## config.mk

```make
export PLATFORM = sky130hd
export DESIGN_NAME = button_gesture_classifier
export DESIGN_NICKNAME = d
export VERILOG_FILES = /design/src/rtl/core/bgc_pkg.sv /design/src/rtl/core/bgc_regs.sv /design/src/rtl/core/bgc_ctrl.sv /design/src/rtl/core/bgc_datapath.sv /design/src/rtl/core/button_gesture_classifier.sv
export SDC_FILE = /design/constraint.sdc
export NUM_CORES = 2
export LEC_CHECK = 0
export ABC_AREA = 0
export ABC_CLOCK_PERIOD_IN_PS = 9600
export BUFFER_PORTS_ARGS = -buffer_cell sky130_fd_sc_hd__clkbuf_2
export CORE_MARGIN = 8
export CORE_UTILIZATION = 37
export DETAILED_ROUTE_END_ITERATION = 6
export GPL_ROUTABILITY_DRIVEN = 0
export PLACE_DENSITY_LB_ADDON = 0.08
export RECOVER_POWER = 100
export SLEW_MARGIN = 40
export SYNTH_ARGS = -nofsm -noshare
export SYNTH_HDL_FRONTEND = slang
export SYNTH_SLANG_ARGS = --single-unit
```

## constraint.sdc

```tcl
create_clock -name clk -period 9.6 [get_ports clk]
set_clock_uncertainty 0.1 [all_clocks]
set_input_delay 1.44 -clock clk [delete_from_list [all_inputs] [get_ports clk]]
set_output_delay 1.44 -clock clk [all_outputs]
set_load 0.02 [all_outputs]
```

## src/rtl/core/bgc_pkg.sv

```systemverilog
`default_nettype none

package bgc_pkg;

    // Default number of button slots.
    localparam int NUM_PINS_DEFAULT = 32;

    // Configuration port geometry: four 32-bit registers, word aligned.
    localparam int PADDR_W = 4;

    localparam logic [1:0] REG_ENABLE_MASK     = 2'd0;
    localparam logic [1:0] REG_ACTIVE_LOW_MASK = 2'd1;
    localparam logic [1:0] REG_LONG_HOLD_MS    = 2'd2;
    localparam logic [1:0] REG_DBL_WINDOW_MS   = 2'd3;

    localparam logic [31:0] ENABLE_MASK_RESET     = 32'h0000_0000;
    localparam logic [31:0] ACTIVE_LOW_MASK_RESET = 32'hFFFF_FFFF;
    localparam logic [31:0] LONG_HOLD_MS_RESET    = 32'd500;
    localparam logic [31:0] DBL_WINDOW_MS_RESET   = 32'd250;

    // Request opcodes.
    localparam logic [1:0] OP_LEVEL = 2'd0;
    localparam logic [1:0] OP_POLL  = 2'd1;
    localparam logic [1:0] OP_QUERY = 2'd2;

    // Event kinds carried by a result.
    localparam logic [2:0] EV_PRESS   = 3'd0;
    localparam logic [2:0] EV_RELEASE = 3'd1;
    localparam logic [2:0] EV_LONG    = 3'd2;
    localparam logic [2:0] EV_SHORT   = 3'd3;
    localparam logic [2:0] EV_DOUBLE  = 3'd4;
    localparam logic [2:0] EV_QUERY   = 3'd5;

    typedef struct packed {
        logic [1:0]  opcode;
        logic [4:0]  pin;
        logic        level;
        logic [31:0] now_ms;
    } req_t;

    typedef struct packed {
        logic [4:0] event_pin;
        logic [2:0] event_kind;
        logic       is_pressed;
        logic       last;
    } res_t;

    typedef struct packed {
        logic [31:0] enable_mask;
        logic [31:0] active_low_mask;
        logic [31:0] long_hold_ms;
        logic [31:0] dbl_window_ms;
    } cfg_t;

    // Commands from the controller to the datapath.
    typedef struct packed {
        logic load;
        logic level_eval;
        logic query;
        logic emit_double;
        logic sweep_step;
        logic flush;
    } cmd_t;

    // Status from the datapath to the controller.
    typedef struct packed {
        logic op_level;
        logic op_poll;
        logic op_query;
        logic need_double;
        logic sweep_done;
    } stat_t;

endpackage

`default_nettype wire

```

## src/rtl/core/bgc_regs.sv

```systemverilog
`default_nettype none

module bgc_regs
(
    input  wire logic                        clk,
    input  wire logic                        rst_n,
    input  wire logic                        psel,
    input  wire logic                        penable,
    input  wire logic                        pwrite,
    input  wire logic [bgc_pkg::PADDR_W-1:0] paddr,
    input  wire logic [31:0]                 pwdata,
    output logic      [31:0]                 prdata,
    output bgc_pkg::cfg_t                    cfg
);

    bgc_pkg::cfg_t cfg_reg;
    logic          wr_en;

    assign wr_en = psel && penable && pwrite;

    always_ff @(posedge clk or negedge rst_n)
    begin
        if (!rst_n)
        begin
            cfg_reg.enable_mask     <= bgc_pkg::ENABLE_MASK_RESET;
            cfg_reg.active_low_mask <= bgc_pkg::ACTIVE_LOW_MASK_RESET;
            cfg_reg.long_hold_ms    <= bgc_pkg::LONG_HOLD_MS_RESET;
            cfg_reg.dbl_window_ms   <= bgc_pkg::DBL_WINDOW_MS_RESET;
        end
        else if (wr_en)
        begin
            unique case (paddr[3:2])
                bgc_pkg::REG_ENABLE_MASK:     cfg_reg.enable_mask     <= pwdata;
                bgc_pkg::REG_ACTIVE_LOW_MASK: cfg_reg.active_low_mask <= pwdata;
                bgc_pkg::REG_LONG_HOLD_MS:    cfg_reg.long_hold_ms    <= pwdata;
                bgc_pkg::REG_DBL_WINDOW_MS:   cfg_reg.dbl_window_ms   <= pwdata;
            endcase
        end
    end

    always_comb
    begin
        unique case (paddr[3:2])
            bgc_pkg::REG_ENABLE_MASK:     prdata = cfg_reg.enable_mask;
            bgc_pkg::REG_ACTIVE_LOW_MASK: prdata = cfg_reg.active_low_mask;
            bgc_pkg::REG_LONG_HOLD_MS:    prdata = cfg_reg.long_hold_ms;
            bgc_pkg::REG_DBL_WINDOW_MS:   prdata = cfg_reg.dbl_window_ms;
        endcase
    end

    assign cfg = cfg_reg;

endmodule

`default_nettype wire

```

## src/rtl/core/bgc_ctrl.sv

```systemverilog
`default_nettype none

module bgc_ctrl
(
    input  wire logic           clk,
    input  wire logic           rst_n,
    input  wire logic           start,
    input  wire bgc_pkg::stat_t stat,
    output logic                busy,
    output bgc_pkg::cmd_t       cmd
);

    typedef enum logic [2:0] {
        S_IDLE,
        S_DECODE,
        S_DOUBLE,
        S_SWEEP,
        S_FLUSH
    } state_t;

    state_t state_reg;
    state_t state_next;

    always_comb
    begin
        state_next = state_reg;
        cmd        = '0;
        unique case (state_reg)
            S_IDLE:
            begin
                if (start)
                begin
                    cmd.load   = 1'b1;
                    state_next = S_DECODE;
                end
            end
            S_DECODE:
            begin
                if (stat.op_level)
                begin
                    cmd.level_eval = 1'b1;
                    state_next     = stat.need_double ? S_DOUBLE : S_IDLE;
                end
                else if (stat.op_query)
                begin
                    cmd.query  = 1'b1;
                    state_next = S_IDLE;
                end
                else if (stat.op_poll)
                begin
                    state_next = S_SWEEP;
                end
                else
                begin
                    state_next = S_IDLE;
                end
            end
            S_DOUBLE:
            begin
                cmd.emit_double = 1'b1;
                state_next      = S_IDLE;
            end
            S_SWEEP:
            begin
                cmd.sweep_step = 1'b1;
                if (stat.sweep_done)
                begin
                    state_next = S_FLUSH;
                end
            end
            S_FLUSH:
            begin
                cmd.flush  = 1'b1;
                state_next = S_IDLE;
            end
            default:
            begin
                state_next = S_IDLE;
            end
        endcase
    end

    always_ff @(posedge clk or negedge rst_n)
    begin
        if (!rst_n)
        begin
            state_reg <= S_IDLE;
        end
        else
        begin
            state_reg <= state_next;
        end
    end

    assign busy = (state_reg != S_IDLE);

`ifndef SYNTHESIS
    // The Double result is only ever scheduled by the release evaluation.
    a_double_after_decode: assert property (@(posedge clk) disable iff (!rst_n)
        state_reg == S_DOUBLE |-> $past(state_reg) == S_DECODE)
        else $error("double emission not preceded by decode");

    // A request taken while idle is always decoded in the following cycle.
    a_start_decodes: assert property (@(posedge clk) disable iff (!rst_n)
        start && !busy |=> state_reg == S_DECODE)
        else $error("accepted request was not decoded");
`endif

endmodule

`default_nettype wire

```

## src/rtl/core/bgc_datapath.sv

```systemverilog
`default_nettype none

module bgc_datapath
#(
    parameter int NUM_PINS = bgc_pkg::NUM_PINS_DEFAULT
)
(
    input  wire logic           clk,
    input  wire logic           rst_n,
    input  wire bgc_pkg::req_t  request,
    input  wire bgc_pkg::cfg_t  cfg,
    input  wire bgc_pkg::cmd_t  cmd,
    output bgc_pkg::stat_t      stat,
    output logic                result_valid,
    output bgc_pkg::res_t       result
);

    localparam int IDX_W = (NUM_PINS > 1) ? $clog2(NUM_PINS) : 1;
    localparam int CNT_W = $clog2(NUM_PINS + 1);

    typedef enum logic [1:0] {
        PH_IDLE,
        PH_DOWN,
        PH_WAIT,
        PH_DOWN2
    } phase_t;

    // Per-slot control state, cleared at reset.
    phase_t              phase_reg [NUM_PINS];
    logic [NUM_PINS-1:0] long_reg;
    logic [NUM_PINS-1:0] pressed_reg;

    // One timestamp per slot: the press time while held, the release time while
    // waiting for a second press. Its value is used only once it has been written.
    logic [31:0] stamp_mem [NUM_PINS];
    logic [31:0] stamp_q_reg;

    bgc_pkg::req_t      item_reg;
    logic [CNT_W-1:0]   cnt_reg;
    logic [IDX_W-1:0]   eval_idx_reg;
    logic               eval_vld_reg;
    bgc_pkg::res_t      pend_reg;
    logic               pend_valid_reg;
    bgc_pkg::res_t      result_reg;
    bgc_pkg::res_t      result_next;
    logic               result_valid_reg;
    logic               result_valid_next;

    logic [IDX_W-1:0]   pin_idx;
    logic               pin_en;
    logic               pin_prs;
    phase_t             pin_ph;
    logic               pin_long;
    logic               stamp_we;
    logic               sweep_rd;

    logic [6:0]         q_wide;
    logic               q_en;
    phase_t             q_ph;
    logic [31:0]        elapsed;
    logic [31:0]        thresh;
    logic               over;
    logic               long_hit;
    logic               short_hit;
    bgc_pkg::res_t      hit_res;

    always_comb
    begin
        pin_idx  = IDX_W'(item_reg.pin);
        pin_en   = ({2'b00, item_reg.pin} < 7'(NUM_PINS)) && cfg.enable_mask[item_reg.pin];
        pin_prs  = cfg.active_low_mask[item_reg.pin] ? !item_reg.level : item_reg.level;
        pin_ph   = phase_reg[pin_idx];
        pin_long = long_reg[pin_idx];

        stamp_we = 1'b0;
        if (cmd.level_eval && pin_en)
        begin
            if ((pin_ph == PH_IDLE || pin_ph == PH_WAIT) && pin_prs)
            begin
                stamp_we = 1'b1;
            end
            else if (pin_ph == PH_DOWN && !pin_prs)
            begin
                stamp_we = 1'b1;
            end
        end

        sweep_rd = cmd.sweep_step && (cnt_reg != CNT_W'(NUM_PINS));

        // Evaluation of the slot whose timestamp was read in the previous cycle.
        q_wide  = 7'(eval_idx_reg);
        q_en    = (q_wide < 7'd32) && cfg.enable_mask[q_wide[4:0]];
        q_ph    = phase_reg[eval_idx_reg];
        elapsed = item_reg.now_ms - stamp_q_reg;
        thresh  = (q_ph == PH_WAIT) ? cfg.dbl_window_ms : cfg.long_hold_ms;
        over    = (elapsed >= thresh);

        long_hit  = cmd.sweep_step && eval_vld_reg && q_en
                    && (q_ph == PH_DOWN || q_ph == PH_DOWN2)
                    && pressed_reg[eval_idx_reg] && !long_reg[eval_idx_reg] && over;
        short_hit = cmd.sweep_step && eval_vld_reg && q_en && (q_ph == PH_WAIT) && over;

        hit_res.event_pin  = q_wide[4:0];
        hit_res.event_kind = long_hit ? bgc_pkg::EV_LONG : bgc_pkg::EV_SHORT;
        hit_res.is_pressed = 1'b0;
        hit_res.last       = 1'b0;

        stat.op_level    = (item_reg.opcode == bgc_pkg::OP_LEVEL);
        stat.op_poll     = (item_reg.opcode == bgc_pkg::OP_POLL);
        stat.op_query    = (item_reg.opcode == bgc_pkg::OP_QUERY);
        stat.need_double = pin_en && (pin_ph == PH_DOWN2) && !pin_prs && !pin_long;
        stat.sweep_done  = (cnt_reg == CNT_W'(NUM_PINS));
    end

    // Result selection. Sweep hits go through a one-deep holding register so that
    // the final one can be marked once the sweep has ended.
    always_comb
    begin
        result_next                = result_reg;
        result_next.event_pin      = item_reg.pin;
        result_next.is_pressed     = 1'b0;
        result_next.last           = 1'b1;
        result_valid_next          = 1'b0;

        if (cmd.level_eval && pin_en)
        begin
            case (pin_ph)
                PH_IDLE, PH_WAIT:
                begin
                    result_next.event_kind = bgc_pkg::EV_PRESS;
                    result_valid_next      = pin_prs;
                end
                PH_DOWN:
                begin
                    result_next.event_kind = bgc_pkg::EV_RELEASE;
                    result_valid_next      = !pin_prs;
                end
                default:
                begin
                    result_next.event_kind = bgc_pkg::EV_RELEASE;
                    result_next.last       = pin_long;
                    result_valid_next      = !pin_prs;
                end
            endcase
        end
        else if (cmd.emit_double)
        begin
            result_next.event_kind = bgc_pkg::EV_DOUBLE;
            result_valid_next      = 1'b1;
        end
        else if (cmd.query)
        begin
            result_next.event_kind = bgc_pkg::EV_QUERY;
            result_next.is_pressed = pin_en && pressed_reg[pin_idx];
            result_valid_next      = 1'b1;
        end
        else if ((long_hit || short_hit) && pend_valid_reg)
        begin
            result_next       = pend_reg;
            result_valid_next = 1'b1;
        end
        else if (cmd.flush && pend_valid_reg)
        begin
            result_next      = pend_reg;
            result_next.last = 1'b1;
            result_valid_next = 1'b1;
        end
    end

    always_ff @(posedge clk or negedge rst_n)
    begin
        if (!rst_n)
        begin
            for (int i = 0; i < NUM_PINS; i++)
            begin
                phase_reg[i] <= PH_IDLE;
            end
            long_reg         <= '0;
            pressed_reg      <= '0;
            cnt_reg          <= '0;
            eval_vld_reg     <= 1'b0;
            pend_valid_reg   <= 1'b0;
            result_valid_reg <= 1'b0;
        end
        else
        begin
            result_valid_reg <= result_valid_next;

            if (cmd.load)
            begin
                cnt_reg        <= '0;
                eval_vld_reg   <= 1'b0;
                pend_valid_reg <= 1'b0;
            end

            if (cmd.level_eval && pin_en)
            begin
                pressed_reg[pin_idx] <= pin_prs;
                case (pin_ph)
                    PH_IDLE, PH_WAIT:
                    begin
                        if (pin_prs)
                        begin
                            phase_reg[pin_idx] <= (pin_ph == PH_IDLE) ? PH_DOWN : PH_DOWN2;
                            long_reg[pin_idx]  <= 1'b0;
                        end
                    end
                    PH_DOWN:
                    begin
                        if (!pin_prs)
                        begin
                            phase_reg[pin_idx] <= pin_long ? PH_IDLE : PH_WAIT;
                        end
                    end
                    default:
                    begin
                        if (!pin_prs)
                        begin
                            phase_reg[pin_idx] <= PH_IDLE;
                        end
                    end
                endcase
            end

            if (cmd.sweep_step)
            begin
                eval_vld_reg <= sweep_rd;
                if (sweep_rd)
                begin
                    cnt_reg <= cnt_reg + CNT_W'(1);
                end
                if (long_hit)
                begin
                    long_reg[eval_idx_reg] <= 1'b1;
                end
                if (short_hit)
                begin
                    phase_reg[eval_idx_reg] <= PH_IDLE;
                end
                if (long_hit || short_hit)
                begin
                    pend_valid_reg <= 1'b1;
                end
            end

            if (cmd.flush)
            begin
                pend_valid_reg <= 1'b0;
            end
        end
    end

    always_ff @(posedge clk)
    begin
        if (cmd.load)
        begin
            item_reg <= request;
        end
        if (stamp_we)
        begin
            stamp_mem[pin_idx] <= item_reg.now_ms;
        end
        if (sweep_rd)
        begin
            stamp_q_reg  <= stamp_mem[cnt_reg[IDX_W-1:0]];
            eval_idx_reg <= cnt_reg[IDX_W-1:0];
        end
        if (long_hit || short_hit)
        begin
            pend_reg <= hit_res;
        end
        result_reg <= result_next;
    end

    assign result_valid = result_valid_reg;
    assign result       = result_reg;

`ifndef SYNTHESIS
    // The held sweep hit only changes during a sweep, its flush or a new request.
    a_pend_quiet: assert property (@(posedge clk) disable iff (!rst_n)
        !cmd.sweep_step && !cmd.flush && !cmd.load |=> $stable(pend_valid_reg))
        else $error("held sweep result changed outside a sweep");

    // Nothing is left held once the sweep has been flushed.
    a_flush_empties: assert property (@(posedge clk) disable iff (!rst_n)
        cmd.flush |=> !pend_valid_reg)
        else $error("held sweep result survived the flush");

    // A flushed hit is the final result of its poll.
    a_flush_last: assert property (@(posedge clk) disable iff (!rst_n)
        cmd.flush && pend_valid_reg |=> result_valid_reg && result_reg.last)
        else $error("flushed sweep result not marked last");
`endif

endmodule

`default_nettype wire

```

## src/rtl/core/button_gesture_classifier.sv

```systemverilog
// Channel     Ports                                       Direction  Handshake
// ----------  ------------------------------------------  ---------  ------------------------
// request     start, busy, request                        in         start && !busy
// result      result_valid, result                        out        one-cycle strobe
// config      psel, penable, pwrite, paddr, pwdata,       in/out     psel && penable && pwrite
//             prdata, pready
//
// A level-change request is decoded and its result registered; a Double that follows
// the Release is given from its own state. A query is handled the same way. A poll
// request walks the slots through the shared timestamp memory at one slot per cycle,
// and a flush state then gives its final result, if there is one, as busy falls.
// Reset (rst_n, asynchronous, active low) puts every slot in the idle phase and loads the
// register defaults; the timestamp memory needs no clearing. The receiver cannot stall:
// each result is shown for exactly one cycle.

`default_nettype none

module button_gesture_classifier
#(
    parameter int NUM_PINS = bgc_pkg::NUM_PINS_DEFAULT
)
(
    input  wire logic                        clk,
    input  wire logic                        rst_n,

    // Request channel
    input  wire logic                        start,
    output logic                             busy,
    input  wire bgc_pkg::req_t               request,

    // Result channel
    output logic                             result_valid,
    output bgc_pkg::res_t                    result,

    // Configuration port
    input  wire logic                        psel,
    input  wire logic                        penable,
    input  wire logic                        pwrite,
    input  wire logic [bgc_pkg::PADDR_W-1:0] paddr,
    input  wire logic [31:0]                 pwdata,
    output logic      [31:0]                 prdata,
    output logic                             pready
);

    bgc_pkg::cfg_t  cfg;
    bgc_pkg::cmd_t  cmd;
    bgc_pkg::stat_t stat;

    // The configuration port never inserts wait states.
    assign pready = 1'b1;

    // Register file for the enable mask, the polarity mask and the two time thresholds.
    bgc_regs u_regs
    (
        .clk     (clk),
        .rst_n   (rst_n),
        .psel    (psel),
        .penable (penable),
        .pwrite  (pwrite),
        .paddr   (paddr),
        .pwdata  (pwdata),
        .prdata  (prdata),
        .cfg     (cfg)
    );

    // The controller sequences each request: decode, the optional Double, and the
    // slot sweep of a poll followed by a flush that marks the poll's last result.
    bgc_ctrl u_ctrl
    (
        .clk   (clk),
        .rst_n (rst_n),
        .start (start),
        .stat  (stat),
        .busy  (busy),
        .cmd   (cmd)
    );

    // The datapath holds the per-slot gesture state, the timestamp memory and the
    // result register. During a sweep one slot's timestamp is read while the slot read
    // in the previous cycle is checked against its threshold.
    bgc_datapath
    #(
        .NUM_PINS (NUM_PINS)
    )
    u_datapath
    (
        .clk          (clk),
        .rst_n        (rst_n),
        .request      (request),
        .cfg          (cfg),
        .cmd          (cmd),
        .stat         (stat),
        .result_valid (result_valid),
        .result       (result)
    );

endmodule

`default_nettype wire

```

Word-level counts from Yosys, hierarchy flattened --
Memories as Yosys holds them, arrays and structs flattened. A register that Yosys moved wholly into a read port is not among the register bits. Cells that the tools add are included.
Word-level totals: flip-flop bits (word level) 331, memory bits (writable) 1024, input bits 82, output and inout port bits 45, memories kept 1
Operators by class: $add $sub $neg 2, order comparisons 9, equality and inequality tests 19, multiplexer cells 98, bitwise gates (word level) 9, reduce and logical (&&, ||, !) cells 46
Memories:
- u_datapath.stamp_mem | words 32, bits a word 32, rd ports 1, clocked after memory_dff 1, wr ports 1, RTL line bgc_datapath.sv:35 | logic [31:0] stamp_mem [NUM_PINS];
Operators by type and width (count):
- $mux W64 | 6
- $mux W32 | 6
- $and A64 B64 Y64 | 2
- $bwmux W64 | 2
- $not A64 Y64 | 2
- $pmux W32 S4 | 1
- $pmux W64 S2 | 1
- $mux W1 | 41
- $bmux W1 S5 | 7
- $and A32 B32 Y32 | 1
- $bwmux W32 | 1
- $ge A32 B32 Y1 | 1
- $not A32 Y32 | 1
- $or A32 B32 Y32 | 1
- $sub A32 B32 Y32 | 1
- $logic_and A1 B1 Y1 | 24
- $mux W2 | 12
- $bmux W2 S5 | 2
- $demux W2 S5 | 2
- $mux W10 | 2
- $mux W6 | 3
- $mux W3 | 5
- $mux W5 | 3
- $eq A2 B2 Y1 const B | 7
- other kinds (26) | 49

Logic depth before layout (Yosys ltp) --
depth after elaboration 16, depth in mapped cells 25

By module --
From an unflattened synthesis, not the netlist that was laid out.
Unflattened totals: cell total of the unflattened synthesis 3323, area, all modules 59673.5 um^2
Modules (own cells, without submodules):
- bgc_datapath | times used 1, cells each 2982, area an instance 53754.1 um^2, sequential area each 36900.4 um^2
- bgc_regs | times used 1, cells each 317, area an instance 5703.0 um^2, sequential area each 3258.1 um^2
- bgc_ctrl | times used 1, cells each 22, area an instance 205.2 um^2, sequential area each 75.1 um^2
- button_gesture_classifier | times used 1, cells each 2, area an instance 11.3 um^2, sequential area each 0.0 um^2

Worst setup path before layout --
OpenSTA, ideal clock, no wires.
path kind register to register, start reg u_datapath.item_reg[7] (netlist bit), end reg u_datapath.result_reg (netlist bit u_datapath.result[2]) (enable), library setup time 0.267 ns, data arrival time 5.016 ns, path slack 4.217 ns, cell stages (with the launch flop) 21, buffers on the path 1, cell sequence edfxtp_1 -> ha_1 -> a21o_1 -> o21a_1 -> a2111oi_0 -> o21ai_0 -> a31o_2 -> a221o_1 -> a21oi_1 -> xnor2_1 -> ha_1 -> a21o_1 -> a21o_1 -> a21oi_1 -> o21ai_0 -> o31a_1 -> o21ai_0 -> o21a_1 -> buf_4 -> a21boi_4 -> or3_1
Between the ends: cells in the longest elaborated chain, start to end 6, elaborated cells on any way between the ends 7
RTL lines:
- from (decl) | RTL line bgc_datapath.sv:38 | bgc_pkg::req_t item_reg;
- from (signal assigned) | RTL line bgc_datapath.sv:257 | item_reg <= request;
- $sub A32 B32 Y32 * | RTL line bgc_datapath.sv:94 | elapsed = item_reg.now_ms - stamp_q_reg;
- $ge A32 B32 Y1 * | RTL line bgc_datapath.sv:96 | over = (elapsed >= thresh);
- $logic_and A1 B1 Y1 (on tied branches) | RTL line bgc_datapath.sv:100, bgc_datapath.sv:101
- $logic_or A1 B1 Y1 * | RTL line bgc_datapath.sv:157 | else if ((long_hit || short_hit) && pend_valid_reg)
- $logic_and A1 B1 Y1 * | RTL line bgc_datapath.sv:157
- $reduce_bool A5 Y1 (no source line) *
- to (signal assigned) | RTL line bgc_datapath.sv:272 | result_reg <= result_next;
- to (decl) | RTL line bgc_datapath.sv:44 | bgc_pkg::res_t result_reg;
Every way passes the cells marked *; elsewhere a longest branch is shown, timed or not. A chain may end at the register's enable or synchronous reset.

Final worst setup path --
start reg u_datapath.item_reg (netlist bit u_datapath.pin_idx[3]), end mem u_datapath.stamp_mem[12][21] (enable)
Between the ends: cells in the longest elaborated chain, start to end 11, elaborated cells on any way between the ends 22
RTL lines:
- $not A5 Y6 (not written as such) | RTL line bgc_datapath.sv:72 | pin_ph = phase_reg[pin_idx];
- $bmux W2 S5 | RTL line bgc_datapath.sv:72
- $mux W2 (not written as such) (2 in a row) | RTL line bgc_datapath.sv:72
- $eq A2 B1 Y1 (tied with other cells) | RTL line bgc_datapath.sv:82 | else if (pin_ph == PH_DOWN && !pin_prs)
- $logic_and A1 B1 Y1 / $logic_or A1 B1 Y1 (equally long branches) | RTL line bgc_datapath.sv:82, bgc_datapath.sv:78
- $mux W1 / $logic_and A1 B1 Y1 (equally long branches) | RTL line bgc_datapath.sv:82, bgc_datapath.sv:78
- $mux W1 | RTL line bgc_datapath.sv:78 | if ((pin_ph == PH_IDLE || pin_ph == PH_WAIT) && pin_prs)
- $mux W1 | RTL line bgc_datapath.sv:76 | if (cmd.level_eval && pin_en)
- $mux W1 | RTL line bgc_datapath.sv:259 | if (stamp_we)
- $mux W1 (not written as such) | RTL line bgc_datapath.sv:261 | stamp_mem[pin_idx] <= item_reg.now_ms;
- to (decl) | RTL line bgc_datapath.sv:35
Parallel ways exist; a longest one is shown, timed or not. The select of a mux whose other input is x is not followed.

==> out/results.txt <==
Period minus WS final: 8.03 ns
critical path cell sequence: buf_4, or4bb_1, o22ai_1, nor4_2, buf_4, a2111oi_0, clkbuf_1, nand3_1, nor2_1, clkbuf_2
initial antenna violation count: 3
slack of the critical path: 1.57 ns
grt ovf: 0
Crit Path Max Fanout: 45
Relative slew margins: -187%
P per Cell Area: 244 nW/um^2
critical path class: flip-flop to flip-flop
RSZ-0062 raised after global routing: false
Post-Synthesis Cells: 3,333
H-tree depth: 4
placed wire-length estimate: 111 mm
DRT Pass-1 Iters: 6
Peak Freq: 124 MHz
fin crit share: 83.7%
Total GRT Usage: 21.3%
final hold vios: 0
Die X: 418 microns
core area: 160,000 sq um
fin. max-slew vios: 917
largest family of logic cells by synthesized area: multiplexers
Primary FF master, synth: edfxtp_1
Syn-to-layout area delta: 14.9%
total die area: 174,000 sq um
Synth Area in Compound Gates: 5.46%
Port-buffer cells: 123
Max IR drop VDD: 0.184 mV
largest net degree at the start of global routing: 101
Design Power: 16.7 mW
WL final: 189 mm
Reg clk slew, reported paths: 0.06 ns
WL/cell: 32.3 microns
post-synthesis xor/xnor area fraction: 0.409%
LEAKAGE: 22.9 nW
Initial Util: 37.2%
Root Buffer: clkbuf_16
Worst-Margin Slew: 4.31 ns
Seq pwr share: 43.7%
Combinational Power Share: 20.0%
setup TNS: 0 ns
Final ANT Viol Nets: 0
mux share of post-synthesis cell area: 19.7%
Area contributors post-synth: edfxtp_1 56%, mux4_2 15%, dfrtp_1 9.4%
total number of vias: 33,800
Post-Syn Area: 59,700 sq um
Sw Share: 29.1%
# setup viols final: 0
Hold Buf Count CTS: 0
HP Class: flip-flop to flip-flop
First DRT Iteration DRCs: 3,676
Yosys top cell by area: edfxtp_1
post_cts resized: 0
Bufs on Longest Clock Path: 3
CP dominant cell by count: buf_4
CTS sink count: 1,385
crit path DAT: 8.31 ns
Max Cap Viol: 29
#FFs+latches synth: 1,385
Worst Path Buf+Inv: 4
vias per cell: 5.79
FP Rows: 147
Clock Power Share: 36.4%
sequential share of the synthesized area: 67.4%
DP Worst Slack: 2.68 ns
failing checks: capacitance limit, slew limit
FF+latch area: 40,200 sq um
CP endpoint kind: flip-flop
Synth Area in Simple Gates: 3.74%
global-route track usage on met1: 29.2%
layer with the highest usage: met2
CP peak stage delay: 2.13 ns
Yosys cell types: 95
# Post-CTS Setup Buffers: 0
Ys Warns: 0
IO Count: 127
startpoint types: flip-flop
DRC violations left: 0
met3 usage in global routing: 3.57%
layout net count: 3,699
Net Sw Power: 4.87 mW
Slowest cell on crit path: a2111oi_0
FFs w/ async S/R, synth: 19.4%
CTS tree: done
worst skew pair latency: 0.81 ns
vias in the first global route: 35,000
Worst Path Required: 9.88 ns
max reg flops: 1,024
total CTS buffers: 156
syn nets: 3,481
top-area cell type share of the netlist area: 55.8%
status: complete, but fails checks
first-pass GRT wire length: 268 mm
Die Y: 418 microns
Internal: 11.8 mW
global routing met2 resource utilization: 35.2%
EDFF count, synth: 1,110
fill count: 14,300
Worst path top cell family by delay: buffers and inverters
adder-cell share of the synthesized area: 1.40%
Multi-input gate area: 18,600 sq um
syn_area_per_cell: 17.9 sq um
share of layout cells above drive strength 1: 28.3%
[per-layer routing]
metal	routed length [microns]	up-vias
met5	56	-
met4	5560	2
met3	10200	337
met2	92000	1230
met1	81000	18200
li1	-	14100
[kinds of logic (layout without fill, tap and decap cells)]
logic type	Yosys count	count (layout)
flip-flops	1385	1385
multiplexers	665	665
AO/OA/AOI/OAI	491	491
AND/OR/NAND/NOR	443	443
buffers and inverters	255	605
adder cells (fa/ha/maj)	66	66
XOR/XNOR	27	27
other	1	4
[cells in the mapped netlist, types with 28 or more instances]
master / n
nor2_1: 122
buf_1: 38
nand3_1: 38
ha_1: 65
a22o_1: 35
dfstp_2: 44
a21oi_1: 101
buf_2: 44
a21o_1: 28
nand2_1: 131
edfxtp_1: 1110
o22ai_1: 34
mux2i_1: 98
clkbuf_1: 99
mux4_2: 392
dfrtp_1: 224
mux2_2: 174
inv_1: 56
o21ai_0: 118
a31oi_1: 33
[path summary, 6_finish.rpt]
check / from / to / slack, ns / depth (start not counted)
min in group asynchronous: rst_n / u_datapath.phase_reg[3] / 1.63 / 1
worst min-delay path: u_datapath.pend_reg[9] / u_datapath.result[9] / 0.38 / 1
worst min register to register: u_datapath.pend_reg[9] / u_datapath.result[9] / 0.38 / 1
max in group asynchronous: rst_n / u_regs.cfg[47] / 3.15 / 4
worst max-delay path: u_datapath.pin_idx[3] / u_datapath.stamp_mem[12][21] / 1.57 / 10
worst max register to register: u_datapath.pin_idx[3] / u_datapath.stamp_mem[12][21] / 1.57 / 10
[power groups by stage]
stage | Sequential (mW) | Clock [mW] | Combinational (mW)
after global routing | 7.34 | 6.44 | 3.56
after floorplan | 7.40 | 0 | 2.04
after detailed placement | 7.45 | 0 | 3.34
final | 7.30 | 6.08 | 3.34
after CTS | 7.33 | 6.22 | 3.35
after global placement | 7.47 | 0 | 3.17
[cell type report]
class | count | area share (%)
Antenna cell | 3 | 0.0109
Clock buffer | 214 | 6.18
Clock inverter | 76 | 1.49
Inverter | 56 | 0.308
Multi-Input combinational cell | 1693 | 27.2
Sequential cell | 1385 | 58.7
Tap cell | 2160 | 3.94
Timing Repair Buffer | 259 | 2.25
[stage by stage]
step / hold slack (ns) / cell area [sq um] / instances / utilization, %
after floorplan: 0.321 / 59700 / 3333 / -
after global placement: 0.367 / 63200 / 5520 / 39.4
after detailed placement: 0.370 / 63700 / 5540 / 39.7
after CTS: 0.382 / 69000 / 5830 / 43.0
after global routing: 0.400 / 68600 / 5845 / 42.8
final: 0.382 / 68600 / 5846 / 42.8
[placed cells by master, fill, tap and decap left out, types with 24 or more instances in the layout]
cell	instances
dfstp_2	44
clkbuf_16	156
buf_6	24
nor2_4	26
a21oi_1	100
ha_1	65
buf_4	47
mux2_2	169
nor2_1	98
a21o_1	28
mux4_2	392
clkbuf_1	157
nand3_1	38
o21ai_0	120
clkbuf_2	70
a22o_1	35
dfrtp_1	223
mux2i_1	98
inv_1	55
a31oi_1	33
nor3_1	24
edfxtp_1	1110
o22ai_1	34
nand2_1	131
(Power assumes the default switching activity.)
